**src/rtl/fvwt_pkg.sv**
```systemverilog
// shared types, constants and state codes of the fork vote window tracker
package fvwt_pkg;

	// ring of recent votes
	localparam int WINDOW_MAX = 16384;
	localparam int RING_AW    = $clog2(WINDOW_MAX);
	localparam int FILL_W     = $clog2(WINDOW_MAX + 1);
	localparam int TALLY_W    = FILL_W;

	// field widths
	localparam int VER_W   = 8;
	localparam int PCT_W   = 7;
	localparam int HGT_W   = 48;
	localparam int WIN_W   = 15;
	localparam int FIDX_W  = 3;
	localparam int TALLY_DEPTH = 2 ** VER_W;

	// fork table
	localparam int MAX_FORKS = 4;
	localparam int FORK_IW   = (MAX_FORKS > 1) ? $clog2(MAX_FORKS) : 1;
	localparam int SUM_W     = TALLY_W + FORK_IW;
	localparam int PROD_W    = FILL_W + PCT_W;
	localparam int CMP_W     = SUM_W + 7;

	// stream and config widths
	localparam int IN_W       = 64;
	localparam int OUT_W      = 24;
	localparam int CFG_IDX_W  = 3;
	localparam int CFG_DATA_W = 63;

	// register indexes
	localparam logic [CFG_IDX_W-1:0] CFG_WINDOW    = 3'd0;
	localparam logic [CFG_IDX_W-1:0] CFG_ORIG      = 3'd1;
	localparam logic [CFG_IDX_W-1:0] CFG_NFORK     = 3'd2;
	localparam logic [CFG_IDX_W-1:0] CFG_FORK0     = 3'd3;
	localparam logic [CFG_IDX_W-1:0] CFG_FORK_LAST = CFG_IDX_W'(3 + MAX_FORKS - 1);

	// reset values of the registers
	localparam logic [WIN_W-1:0] WINDOW_RST = 15'd10080;
	localparam logic [VER_W-1:0] ORIG_RST   = 8'd1;

	typedef struct packed {
		logic [VER_W-1:0] ver;
		logic [PCT_W-1:0] pct;
		logic [HGT_W-1:0] height;
	} fork_t;

	// effective configuration seen by the sequencer
	typedef struct packed {
		logic [FILL_W-1:0]            win;
		logic [VER_W-1:0]             orig;
		logic [FIDX_W-1:0]            nfork;
		fork_t [MAX_FORKS-1:0]        forks;
	} cfg_t;

	typedef struct packed {
		logic               rd;
		logic [RING_AW-1:0] rd_addr;
		logic               wr;
		logic [RING_AW-1:0] wr_addr;
		logic [VER_W-1:0]   wr_data;
	} ring_req_t;

	typedef struct packed {
		logic               rd;
		logic [VER_W-1:0]   rd_addr;
		logic               wr;
		logic [VER_W-1:0]   wr_addr;
		logic [TALLY_W-1:0] wr_data;
	} tally_req_t;

	typedef enum logic [3:0] {
		ST_IDLE,
		ST_EV_CHK,
		ST_EV_TALLY,
		ST_EV_WB,
		ST_PUT,
		ST_INC,
		ST_SC_RD,
		ST_SC_CMP,
		ST_DONE
	} state_t;

endpackage

```
**src/rtl/fvwt_tally.sv**
```systemverilog
// per-vote tally memory with valid bits so that reset reads as zero
module fvwt_tally import fvwt_pkg::*; (
	input  logic               clk,
	input  logic               arst_n,
	input  tally_req_t         req,
	output logic [TALLY_W-1:0] rd_data
);

	logic [TALLY_W-1:0]     mem [TALLY_DEPTH];
	logic [TALLY_DEPTH-1:0] vld_q;
	logic                   rd_vld_q;
	logic [TALLY_W-1:0]     rd_raw_q;

	// storage
	always_ff @(posedge clk) begin
		if (req.wr)
			mem[req.wr_addr] <= req.wr_data;
		if (req.rd)
			rd_raw_q <= mem[req.rd_addr];
	end

	// entry valid bits, cleared at reset
	always_ff @(posedge clk or negedge arst_n) begin
		if (!arst_n) begin
			vld_q    <= '0;
			rd_vld_q <= 1'b0;
		end else begin
			if (req.wr)
				vld_q[req.wr_addr] <= 1'b1;
			if (req.rd)
				rd_vld_q <= vld_q[req.rd_addr];
		end
	end

	assign rd_data = rd_vld_q ? rd_raw_q : '0;

endmodule

```
**config.mk**
```make
export PLATFORM = sky130hd
export DESIGN_NAME = fvwt_tally
export DESIGN_NICKNAME = d
export VERILOG_FILES = /design/src/rtl/fvwt_pkg.sv /design/src/rtl/fvwt_tally.sv
export SDC_FILE = /design/constraint.sdc
export NUM_CORES = 2
export LEC_CHECK = 0
export BUFFER_PORTS_ARGS = -buffer_cell sky130_fd_sc_hd__buf_4
export CORE_UTILIZATION = 45
export DETAILED_ROUTE_END_ITERATION = 10
export SYNTH_ARGS = -nofsm -noshare
export SYNTH_HDL_FRONTEND = slang
export SYNTH_SLANG_ARGS = --single-unit
```
**constraint.sdc**
```tcl
create_clock -name clk -period 2.4 [get_ports clk]
set_input_delay 0.36 -clock clk [delete_from_list [all_inputs] [get_ports clk]]
set_output_delay 0.36 -clock clk [all_outputs]
set_load 0.005 [all_outputs]
```
## Yosys cells after proc, flatten, opt, wreduce, memory -nomap -nowiden

Memory sizes are Yosys's and may differ from the RTL's. A register that Yosys moved wholly into a read port is not among the register bits.
Cells that the tools add are included.

| word-level totals | value |
|---|---|
| register bits after elaboration | 257 |
| bits in writable memories | 3840 |
| input bits | 35 |
| output and inout bits | 15 |
| logic and storage cells | 15 |
| memories kept | 1 |

Memory list:

| memory | depth | width | rd ports | clocked after memory_dff | wr ports | RTL line | RTL |
|---|---|---|---|---|---|---|---|
| mem | 256 | 15 | 1 | 1 | 1 | fvwt_tally.sv:9 | `logic [TALLY_W-1:0] mem [TALLY_DEPTH];` |

| operators by class | value |
|---|---|
| $lt $le $gt $ge | 3 |
| multiplexer cells | 7 |
| bitwise operators | 1 |
| reductions and logical operators | 1 |

Operators by type and width:

| kind | number |
|---|---|
| 256-bit OR | 1 |
| 8-bit by 9-bit less-than comparator with 1-bit output, second input constant | 2 |
| 15-bit two-way mux | 1 |
| 1-bit binary-select mux with 8-bit select | 1 |
| 1-bit demux with 8-bit select | 1 |
| 8-bit by 1-bit greater-or-equal comparator with 1-bit output, second input constant | 1 |
| 1-bit two-way mux | 4 |
| 1-bit logical AND | 1 |

## Logic depth before layout (Yosys ltp)

| logic depth | value |
|---|---|
| depth in word-level cells | 5 |
| depth in mapped cells | 12 |
| gate-level depth less buffers | 7 |

## Least setup slack after synthesis

No wires, ideal clock.

| path | value |
|---|---|
| path kind | input port to flip-flop |
| start | input port req[24] in the netlist's numbering |
| end | register rd_raw_q[0] (read register of mem) (data pin) |
| library setup time | 0.267 ns |
| arrival time | 2.641 ns |
| data required time | 2.133 ns |
| slack | -0.508 ns |
| cell stages on the path | 10 |
| path buffers | 4 |
| cells stage by stage | buf_6 -> buf_4 -> buf_2 -> buf_1 -> mux4_2 -> a22o_1 -> a221oi_1 -> o22ai_1 -> o21ai_0 -> nand4_1 |

RTL lines:

| item | RTL line | RTL |
|---|---|---|
| start, declared | fvwt_tally.sv:5 | `input tally_req_t req,` |
| end, declared | fvwt_tally.sv:12 | `logic [TALLY_W-1:0] rd_raw_q;` |

## Final worst setup path

| path | value |
|---|---|
| start | register vld_q[84] |
| end | register rd_vld_q |

| between the ends | value |
|---|---|
| longest elaborated chain between the ends | 2 |

Ends and longest elaborated chain:

| item | RTL line | RTL |
|---|---|---|
| start, declared | fvwt_tally.sv:10 | `logic [TALLY_DEPTH-1:0] vld_q;` |
| start signal, assigned | fvwt_tally.sv:25 | `vld_q <= '0;` |
| start signal, assigned by index | fvwt_tally.sv:29 | `vld_q[req.wr_addr] <= 1'b1;` |
| 1-bit binary-select mux with 8-bit select | fvwt_tally.sv:31 | `rd_vld_q <= vld_q[req.rd_addr];` |
| 1-bit two-way mux (not written as such) | fvwt_tally.sv:31 |  |
| end signal, assigned | fvwt_tally.sv:31 |  |
| end, declared | fvwt_tally.sv:11 | `logic rd_vld_q;` |

No other way between the ends. The select of a mux whose other input is x is not followed.
A chain may end at the register's enable or synchronous reset.

==> flow_summary.ini <==
[outcome]
status = finished, violations left
failed_checks = negative setup slack

[sta]
tns_ns = -0.136
hold_violations = 0
drv_slew = 0
worstMarginPinSlew_ns = 1.36
relSlewSlack_pct = 8.84
grt_setup_unrepaired = true
fin_crit_sh_pct = 105
layout_min_cycle_time_ns = 2.53
setup_ws_ns = -0.126
setup_viol = 3
fin_worst_skew_ns = 0.0429
fmax_ghz = 0.396

[yosys]
avgSynthCellArea_sq_um = 22.5
synth_top_cell_by_area = edfxtp_1
syn_nets = 6982
yosysWarnings = 0
synth-seq-cells = 4112
synth_cells = 6947
synth_top_area_share_pct = 74.2
ys_top_cells_by_area = edfxtp_1 74%, mux4_2 14%, dfrtp_1 4.1%, a22o_1 1.4%, a221oi_1 1.3%
synth_cell_type_count = 44
synth_area_sq_mm = 0.156
synth_ff_type = edfxtp_1
synth_seq_area_share_pct = 78.3
synthArstFlopShare_pct = 6.25
synth-edff-count = 3855

[power]
max-vdd-ir-drop_mv = 0.700
powerDensity_mw_per_mm2 = 803
p_leak_nw = 62.4
power_w = 0.151

[flow_run]
max-cap-violations = 0

[clock_tree]
cts_tree = built
cts_max_path_buffers = 4
cts_root_buffer = clkbuf_16
h-tree-depth = 5
clkTransAtPathRegs_ns = 0.06
insertion_delay_ns = 0.97
cts_buffers = 406
clock_sinks = 4112

[worst_setup_path]
cp-start-kind = register
slowest_stage = mux4_2
crit_type = reg -> reg
worst_ep_required_time_ns = 3.24
worstPathArrival_ns = 3.37
crit_fanout = 2
ff2ff_path_depth = 6
max_stage_delay_ns = 0.55
crit_cells = 6
path_delay_family = multiplexers
critPathBufInv = 0
cp_common_cell = mux4_2
crit_path_end_kind = register
cp_cell_sequence = mux4_2 > mux4_2 > mux2_4 > a2111oi_4 > nor3_1 > a211o_1

[detailed_routing]
routed_wl_microns = 424000
drc = 0
vias = 78800
first_iter_violations = 9018
drt_first_pass_iters = 6
ant_nets = 0
vias_per_cell = 6.05
wl_per_cell_microns = 32.6

[global_routing]
grtUsageTotal_pct = 24.4
grt_max_degree = 117
grt_pass1_vias = 80700
grt_pass1_wl_microns = 605000
overflow = 0
antenna_found_initial = 22

[placement]
dp.final_hpwl_microns = 269000
place_congestion = 0.860
dp_cells = 12200
io_buffers = 49

[floorplan]
coreArea_sq_mm = 0.344
core.rowCount = 215
pin_count = 50
fp.dieArea_sq_mm = 0.349
die-width_microns = 591
start_util_pct = 45.4
die_y_microns = 591

[finish]
nets = 8144
fin_cells = 13000
areaGrowthSynthToFinish_pct = 20.8
drive_gt1_share_pct = 38.7
layout_commonest_cell = edfxtp_1
final_cell_mix = 3855 x edfxtp_1, 1008 x mux4_2, 773 x buf_4

[worst_hold_path]
hold_path.class = in -> async
-- worst register-to-register path: stages, from the launching register on --
cell	delay, ns
dfrtp_1	0.39
mux4_2	0.48
mux4_2	0.55
mux2_4	0.36
a2111oi_4	0.32
nor3_1	0.09
a211o_1	0.23
-- report_power, final --
part           total [W]  internal (W)  switching (W)
Combinational    0.00965       0.00414        0.00551
Sequential        0.0792        0.0789       0.000240
Clock             0.0625        0.0357         0.0268
Total              0.151         0.119         0.0325
-- timing repair --
action | in CTS | in global routing
resized for setup | 253 | 160
hold buffers | 18 | 0
endpoints found under the hold margin | 985 | 0
setup endpoints to repair | 31 | 16
pin swaps | 46 | 74
buffers inserted | 3 | 3
-- Yosys cell counts, types with 2 or more instances --
library cell,n
buf_2,98
mux4_1,8
or2_2,257
nor4_1,4
clkbuf_1,247
a22oi_1,4
mux4_2,1003
and3_1,2
o221ai_1,10
and2_1,17
a21oi_1,3
o22ai_1,125
inv_1,5
buf_1,69
nand4b_1,2
nand2_1,33
a22o_1,241
nor2_1,268
o21ai_0,61
nand3_1,30
mux2i_1,33
nand4_1,25
a211oi_1,5
buf_4,4
a221oi_1,240
mux2_2,3
o211ai_1,2
dfrtp_1,257
nor3_1,7
nand2b_1,4
nor2b_1,13
edfxtp_1,3855
-- logic make-up after synthesis --
family,count (synthesis),share of synthesized area [%]
compound gates,698,3.57
buf+inv,425,1.13
simple gates,664,2.15
mux,1048,14.9
flops,4112,78.3
-- cell type report --
class | instances | area [sq um]
Fill cell | 25500 | 156000
Sequential cell | 4112 | 122000
Multi-Input combinational cell | 2410 | 34200
Timing Repair Buffer | 1174 | 13400
Clock buffer | 539 | 10900
Tap cell | 4557 | 5700
Clock inverter | 206 | 2050
Antenna cell | 11 | 27.5
Inverter | 5 | 18.8
-- sequential cells by signal (all words and copies together) (netlist names) --
name      count
mem        3840
rd_vld_q      1
rd_raw_q     15
vld_q       256
-- layer usage --
metal	part of all wire, %	global-route usage (%)
met1	40	34.1
met5	0.0031	0
met2	49	40.1
met4	3.4	7.63
met3	6.8	3.15
-- final timing paths --
| check | startpoint | endpoint | slack, ns |
|---|---|---|---|
| setup / recovery | vld_q[84] | rd_vld_q | -0.13 |
| hold / removal | arst_n | vld_q[71] | 0.07 |
| setup reg to reg | vld_q[84] | rd_vld_q | -0.13 |
| hold reg to reg | vld_q[3] | vld_q[3] | 0.46 |
| max in group asynchronous | arst_n | vld_q[31] | 1.53 |
| min in group clk | req[18] | mem[158][10] | 0.11 |
-- through the flow --
step / utilization, % / setup slack (ns) / area (sq um) / hold slack, ns
floorplan: - / -0.101 / 157000 / 0.0644
global placement: 50.3 / -1.64 / 173000 / 0.411
detailed placement: 50.4 / -1.64 / 173000 / 0.415
CTS: 54.5 / -0.132 / 187000 / 0.0338
global route: 54.8 / -0.225 / 188000 / 0.0973
finish: 54.8 / -0.126 / 188000 / 0.0681
Note: power is estimated with default switching activity, not from simulation.
