**config.mk**
```make
export PLATFORM = sky130hd
export DESIGN_NAME = fvwt_cfg
export DESIGN_NICKNAME = d
export VERILOG_FILES = /design/src/rtl/fvwt_pkg.sv /design/src/rtl/fvwt_cfg.sv
export SDC_FILE = /design/constraint.sdc
export NUM_CORES = 1
export LEC_CHECK = 0
export BUFFER_PORTS_ARGS = -buffer_cell sky130_fd_sc_hd__buf_2
export CORE_ASPECT_RATIO = 0.9
export CORE_MARGIN = 3
export CORE_UTILIZATION = 43
export CTS_CLUSTER_SIZE = 28
export DETAILED_ROUTE_END_ITERATION = 16
export PLACE_DENSITY = 0.66
export SLEW_MARGIN = 15
export SYNTH_ARGS = -nofsm -noshare
export SYNTH_HDL_FRONTEND = slang
export SYNTH_SLANG_ARGS = --single-unit
```
**constraint.sdc**
```tcl
create_clock -name clk -period 3.66 [get_ports clk]
set_clock_uncertainty 0.15 [all_clocks]
set_input_delay 0.732 -clock clk [delete_from_list [all_inputs] [get_ports clk]]
set_output_delay 0.732 -clock clk [all_outputs]
set_load 0.005 [all_outputs]
```
**src/rtl/fvwt_pkg.sv**
```systemverilog
// shared types, constants and state codes of the fork vote window tracker
package fvwt_pkg;

	// ring of recent votes
	localparam int WINDOW_MAX = 16384;
	localparam int RING_AW    = $clog2(WINDOW_MAX);
	localparam int FILL_W     = $clog2(WINDOW_MAX + 1);
	localparam int TALLY_W    = FILL_W;

	// field widths
	localparam int VER_W   = 8;
	localparam int PCT_W   = 7;
	localparam int HGT_W   = 48;
	localparam int WIN_W   = 15;
	localparam int FIDX_W  = 3;
	localparam int TALLY_DEPTH = 2 ** VER_W;

	// fork table
	localparam int MAX_FORKS = 4;
	localparam int FORK_IW   = (MAX_FORKS > 1) ? $clog2(MAX_FORKS) : 1;
	localparam int SUM_W     = TALLY_W + FORK_IW;
	localparam int PROD_W    = FILL_W + PCT_W;
	localparam int CMP_W     = SUM_W + 7;

	// stream and config widths
	localparam int IN_W       = 64;
	localparam int OUT_W      = 24;
	localparam int CFG_IDX_W  = 3;
	localparam int CFG_DATA_W = 63;

	// register indexes
	localparam logic [CFG_IDX_W-1:0] CFG_WINDOW    = 3'd0;
	localparam logic [CFG_IDX_W-1:0] CFG_ORIG      = 3'd1;
	localparam logic [CFG_IDX_W-1:0] CFG_NFORK     = 3'd2;
	localparam logic [CFG_IDX_W-1:0] CFG_FORK0     = 3'd3;
	localparam logic [CFG_IDX_W-1:0] CFG_FORK_LAST = CFG_IDX_W'(3 + MAX_FORKS - 1);

	// reset values of the registers
	localparam logic [WIN_W-1:0] WINDOW_RST = 15'd10080;
	localparam logic [VER_W-1:0] ORIG_RST   = 8'd1;

	typedef struct packed {
		logic [VER_W-1:0] ver;
		logic [PCT_W-1:0] pct;
		logic [HGT_W-1:0] height;
	} fork_t;

	// effective configuration seen by the sequencer
	typedef struct packed {
		logic [FILL_W-1:0]            win;
		logic [VER_W-1:0]             orig;
		logic [FIDX_W-1:0]            nfork;
		fork_t [MAX_FORKS-1:0]        forks;
	} cfg_t;

	typedef struct packed {
		logic               rd;
		logic [RING_AW-1:0] rd_addr;
		logic               wr;
		logic [RING_AW-1:0] wr_addr;
		logic [VER_W-1:0]   wr_data;
	} ring_req_t;

	typedef struct packed {
		logic               rd;
		logic [VER_W-1:0]   rd_addr;
		logic               wr;
		logic [VER_W-1:0]   wr_addr;
		logic [TALLY_W-1:0] wr_data;
	} tally_req_t;

	typedef enum logic [3:0] {
		ST_IDLE,
		ST_EV_CHK,
		ST_EV_TALLY,
		ST_EV_WB,
		ST_PUT,
		ST_INC,
		ST_SC_RD,
		ST_SC_CMP,
		ST_DONE
	} state_t;

endpackage

```
**src/rtl/fvwt_cfg.sv**
```systemverilog
// configuration registers and their effective values
module fvwt_cfg import fvwt_pkg::*; (
	input  logic                  clk,
	input  logic                  arst_n,
	input  logic                  cfg_valid,
	output logic                  cfg_ready,
	input  logic [CFG_IDX_W-1:0]  cfg_index,
	input  logic [CFG_DATA_W-1:0] cfg_data,
	output cfg_t                  cfg
);

	logic [WIN_W-1:0]      win_q;
	logic [VER_W-1:0]      orig_q;
	logic [FIDX_W-1:0]     nfork_q;
	fork_t [MAX_FORKS-1:0] forks_q;
	logic [CFG_IDX_W-1:0]  fsel;

	assign cfg_ready = 1'b1;
	assign fsel      = cfg_index - CFG_FORK0;

	// register writes
	always_ff @(posedge clk or negedge arst_n) begin
		if (!arst_n) begin
			win_q   <= WINDOW_RST;
			orig_q  <= ORIG_RST;
			nfork_q <= '0;
			forks_q <= '0;
		end else if (cfg_valid && cfg_ready) begin
			case (cfg_index) inside
				CFG_WINDOW: win_q <= cfg_data[WIN_W-1:0];
				CFG_ORIG:   orig_q <= cfg_data[VER_W-1:0];
				CFG_NFORK:  nfork_q <= cfg_data[FIDX_W-1:0];
				[CFG_FORK0:CFG_FORK_LAST]: forks_q[fsel[FORK_IW-1:0]] <= cfg_data;
				default: ;
			endcase
		end
	end

	// clamp window and fork count to what the hardware holds
	always_comb begin
		cfg.orig  = orig_q;
		cfg.forks = forks_q;
		if (win_q == '0)
			cfg.win = FILL_W'(1);
		else if (FILL_W'(win_q) > FILL_W'(WINDOW_MAX))
			cfg.win = FILL_W'(WINDOW_MAX);
		else
			cfg.win = FILL_W'(win_q);
		cfg.nfork = (nfork_q > FIDX_W'(MAX_FORKS)) ? FIDX_W'(MAX_FORKS) : nfork_q;
	end

endmodule

```
==> Yosys cells after proc, flatten, opt, wreduce, memory -nomap -nowiden <==
Index checks and enable logic that the tools add are counted.
{ "op_classes": {"add_sub_neg": 1, "order_cmp": 6, "n_eq_ne": 2, "mux": 6, "bitwise_logic": 3, "reduce_logical": 8} }
{ "ops": {"columns": ["operator", "n"], "rows": [
  ["$bwmux W252", 1],
  ["$demux W63 S2", 1],
  ["$mux W63", 1],
  ["$mux W15", 2],
  ["$gt A15 B15 Y1 const B", 1],
  ["$logic_not A15 Y1", 1],
  ["$reduce_and A5 Y1", 1],
  ["$reduce_and A4 Y1", 1],
  ["$eq A3 B1 Y1 const B", 1],
  ["$eq A3 B2 Y1 const B", 1],
  ["$ge A3 B2 Y1 const B", 1],
  ["$gt A3 B3 Y1 const B", 1],
  ["$le A3 B3 Y1 const B", 1],
  ["$logic_not A3 Y1", 1],
  ["$lt A2 B3 Y1 const B", 1],
  ["$mux W3", 1],
  ["$not A1 Y1", 3],
  ["$reduce_and A3 Y1", 1],
  ["$ge A2 B1 Y1 const B", 1],
  ["$logic_and A1 B1 Y1", 2],
  ["$reduce_and A2 Y1", 1],
  ["$sub A2 B2 Y2 const B", 1]
]} }
{ "totals": {"register_bits": 278, "input_bits": 69, "out_inout_bits": 279} }

==> Longest topological paths before layout <==
{ "logic_depth": {"word_depth": 6, "depth_mapped": 5, "depth_no_buf": 3} }

==> Worst setup path after synthesis <==
No wires, ideal clock.
{ "synth_timing": {"path_type": "input port to flip-flop", "from": "input cfg_index[1]", "to": "register forks_q (netlist bit cfg[111])", "arrival_ps": 1761, "required_time_ps": 3385, "slack_ps": 1625, "stages": 4, "cell_sequence": "buf_2 > nor3_4 > buf_4 > mux2_2"} }
{ "synth_between": {"elab_chain_len": 6} }
{ "synth_rtl": {"columns": ["item", "line", "text"], "rows": [
  ["from (decl)", "fvwt_cfg.sv:7", "input logic [CFG_IDX_W-1:0] cfg_index,"],
  ["$sub A2 B2 Y2", "fvwt_cfg.sv:19", "assign fsel = cfg_index - CFG_FORK0;"],
  ["$lt A2 B3 Y1 (not written as such) / $ge A2 B1 Y1 (equally long branches)", "fvwt_cfg.sv:33", "[CFG_FORK0:CFG_FORK_LAST]: forks_q[fsel[FORK_IW-1:0]] <= cfg_data;"],
  ["$logic_and A1 B1 Y1 (not written as such)", "fvwt_cfg.sv:33", null],
  ["$mux W63 (not written as such)", "fvwt_cfg.sv:33", null],
  ["$demux W63 S2", "fvwt_cfg.sv:33", null],
  ["$bwmux W252", "fvwt_cfg.sv:33", null],
  ["to (signal, indexed assignment)", "fvwt_cfg.sv:33", null],
  ["to (decl)", "fvwt_cfg.sv:15", "fork_t [MAX_FORKS-1:0] forks_q;"]
]} }
Parallel ways exist; a longest one is shown, timed or not.
A chain may end at the register's enable or synchronous reset.

==> out/qor.yml <==
outcome:
  status: "finished clean"
worst_setup_path:
  timing.critical_path.from_type: "register"
  worst-path-stages: 4
  crit_path_class: "register to output pin"
  maximum_fanout_count_along_the_critical_path: 3
  worstPathRequired_ns: 2.78
  critical-path-max-stage-delay_ns: 0.40
  worstPathCellList: "nor4_1 -> a41oi_1 -> nor2_1 -> buf_2"
  ff2ff_path_depth: 1
  endpoint_kind: "output pin"
  crit_family: "flip-flops"
  critical_path.n_buffers_inverters: 1
  cpMaxStageDelayCell: "dfrtp_1"
  crit_arrival_ns: 1.61
clock_tree:
  clockBufferDepth: 3
  cts-hold-fix-buffers: 0
  post_cts_buffers: 0
  clock_insertion_delay_worst_skew_ns: 0.52
  cts_htree_levels: 1
  tritoncts.num_buffers: 28
  cts_repair_resize_count: 0
  clk_transition_reported_paths_ns: 0.06
  tritoncts: "done"
  clock-root-buffer: "clkbuf_16"
  clock-sinks: 278
floorplanning:
  placement_rows: 53
  die_extent_in_x_um: 171.0
  floorplan.io_pins: 348
  chipHeight_um: 154.5
  core_region_area_mm2: 0.02374
  fp.dieArea_mm2: 0.02641
  floorplan.initialDensity_pct: 44.37
synthesis:
  synth_warnings: 0
  postSynthCellCount: 620
  synth_area_mm2: 0.01053
  number_of_synthesized_flops_with_an_enable_pin: 0
  seq_area_frac_synth_pct: 66.12
  synth_fp_nets: 689
  ys_seq_elements: 278
  synth_top_flop_cell: "dfrtp_1"
  synth_area_per_cell_um2: 16.99
  post_synth_num_cell_types: 19
  postSynth.asyncResetShare_pct: 100.0
power_and_ir_drop:
  pwr-share-seq_pct: 46.6
  total_leakage_power_nw: 6.607
  power.clock.fraction_pct: 33.9
  comb_power_share_pct: 19.5
  netSwitchingPower_mw: 2.235
  ir_worst_vdd_v: 0.0003491
  power.switching_fraction_pct: 25.39
  internal-power_mw: 6.568
  p_per_area_mw_per_mm2: 649.4
finish:
  layout-drive-gt1-share_pct: 65.49
  fin_util_pct: 57.10
  commonest_cells_after_routing_fill_and_taps_aside: "buf_2 (345), dfrtp_1 (271), mux2_2 (237)"
  post_synthesis_to_final_layout_area_growth_pct: 28.69
  final_cell_count_no_fill: 1296
  n_fill_cell: 1961
  layout_commonest_cell: "buf_2"
  finish.instance_area_mm2: 0.01356
  insertedDiodeCount: 0
  final_nets: 1042
global_route:
  grt_overflow_total: 0
  global_route.usage.total_pct: 18.61
  first_global_vias: 6830
  grt_pass1_wl_um: 39020
  antenna_found_initial: 0
  grt_start_max_net_pins: 74
routing:
  route.vias.total: 6460
  detail-route-antenna-nets: 0
  finalWirelength_um: 25110
  remaining_drc_errors: 0
  drt_pass1_iterations: 4
  drt_iter0_markers: 238
  route.detailed.vias_per_inst: 4.985
  route.detailed.wl_per_inst_um: 19.37
timing:
  timing_worst_slew_pin_value_ns: 0.7344
  grt_setup_unrepaired: "false"
  holdWs_ns: 0.006334
  final_setup_violating_endpoints: 0
  period_share_pct: 68.01
  fmax_ghz: 0.4017
  final_max_slew_viol_count: 0
  final_period_minus_worst_setup_slack_ns: 2.489
  slew-limit-headroom_pct: 50.88
  totalNegativeSetupSlack_ns: 0
  timing.final.hold_violations: 0
placed_design:
  numPortBuffers: 346
  placed_cells: 1245
  placement.cell_area_mm2: 0.01258
  gp_routability_congestion: 0.7806
  dp_hpwl_um: 17250
job:
  cap_violations: 0
hold_path:
  hold_path_class: "input port to async pin"
==> Yosys cell counts (2+ instances only) <==
cell,number,share of area [%]
nor4_1,2,0.12
nor3_4,2,0.31
buf_4,20,1.4
buf_2,10,0.48
nor2b_1,15,0.89
clkbuf_1,3,0.11
nor2_1,2,0.071
dfstp_2,7,1.7
nand4b_1,3,0.25
mux2_2,237,25
dfrtp_1,271,64
mux2_1,41,4.4
==> cells by family (layout without fill, tap and decap cells) <==
logic type      count (synthesis)  count (layout)  synth area share, %
mux                           278             278                29.72
flops                         278             278                66.12
buf+inv                        33             407                2.007
simple gates                   29              29                2.031
other cells                     1               1              0.03560
compound gates                  1               1              0.08316
==> metrics by stage <==
stage / power, mW / worst slack, ns
floorplan: 4.854 / 1.625
global placement: 5.860 / 1.271
detailed placement: 5.918 / 1.243
CTS: 8.928 / 1.125
global route: 9.278 / 1.049
finish: 8.803 / 1.171
==> per-layer routing <==
metal  vias to the layer above  track usage (%)  wire, um
li1                       2908                -         -
met1                      3278            24.14     10540
met2                       235            30.69     11860
met3                        39            6.133      2166
met4                         0            4.138       548
met5                         -                0         0
==> area by class of cell <==
type	count	area, um^2	share of cell area, %
clock buffer	37	805.8	5.944
clock inverter	14	170.2	1.255
multi-input combinational	309	3357	24.76
sequential	278	6965	51.38
tap	302	377.9	2.788
timing repair buffer	356	1879	13.86
==> final timing paths <==
path                            slack, ns        end         start
worst max-delay path                 1.17   cfg[263]      win_q[7]
worst min-delay path                0.006    cfg[14]        arst_n
worst max register to register       2.52  win_q[14]     win_q[14]
worst min register to register       0.33    cfg[69]       cfg[69]
max in group asynchronous            2.52   win_q[5]        arst_n
min in group clk                     0.32    cfg[81]  cfg_data[18]
==> power groups by stage <==
stage / clock network [mW] / logic [mW] / registers [mW]
after floorplan: 0 / 0.669 / 4.18
after global placement: 0 / 1.73 / 4.13
after detailed placement: 0 / 1.76 / 4.16
after global routing: 3.19 / 1.90 / 4.19
final: 2.98 / 1.72 / 4.11
after CTS: 3.05 / 1.76 / 4.11
==> state kept, by name, indices dropped and copies added, names as in the netlist <==
register,flops
win_q,15
cfg,252
nfork_q,3
orig_q,8
No activity file was read; power rests on OpenSTA's default activity.
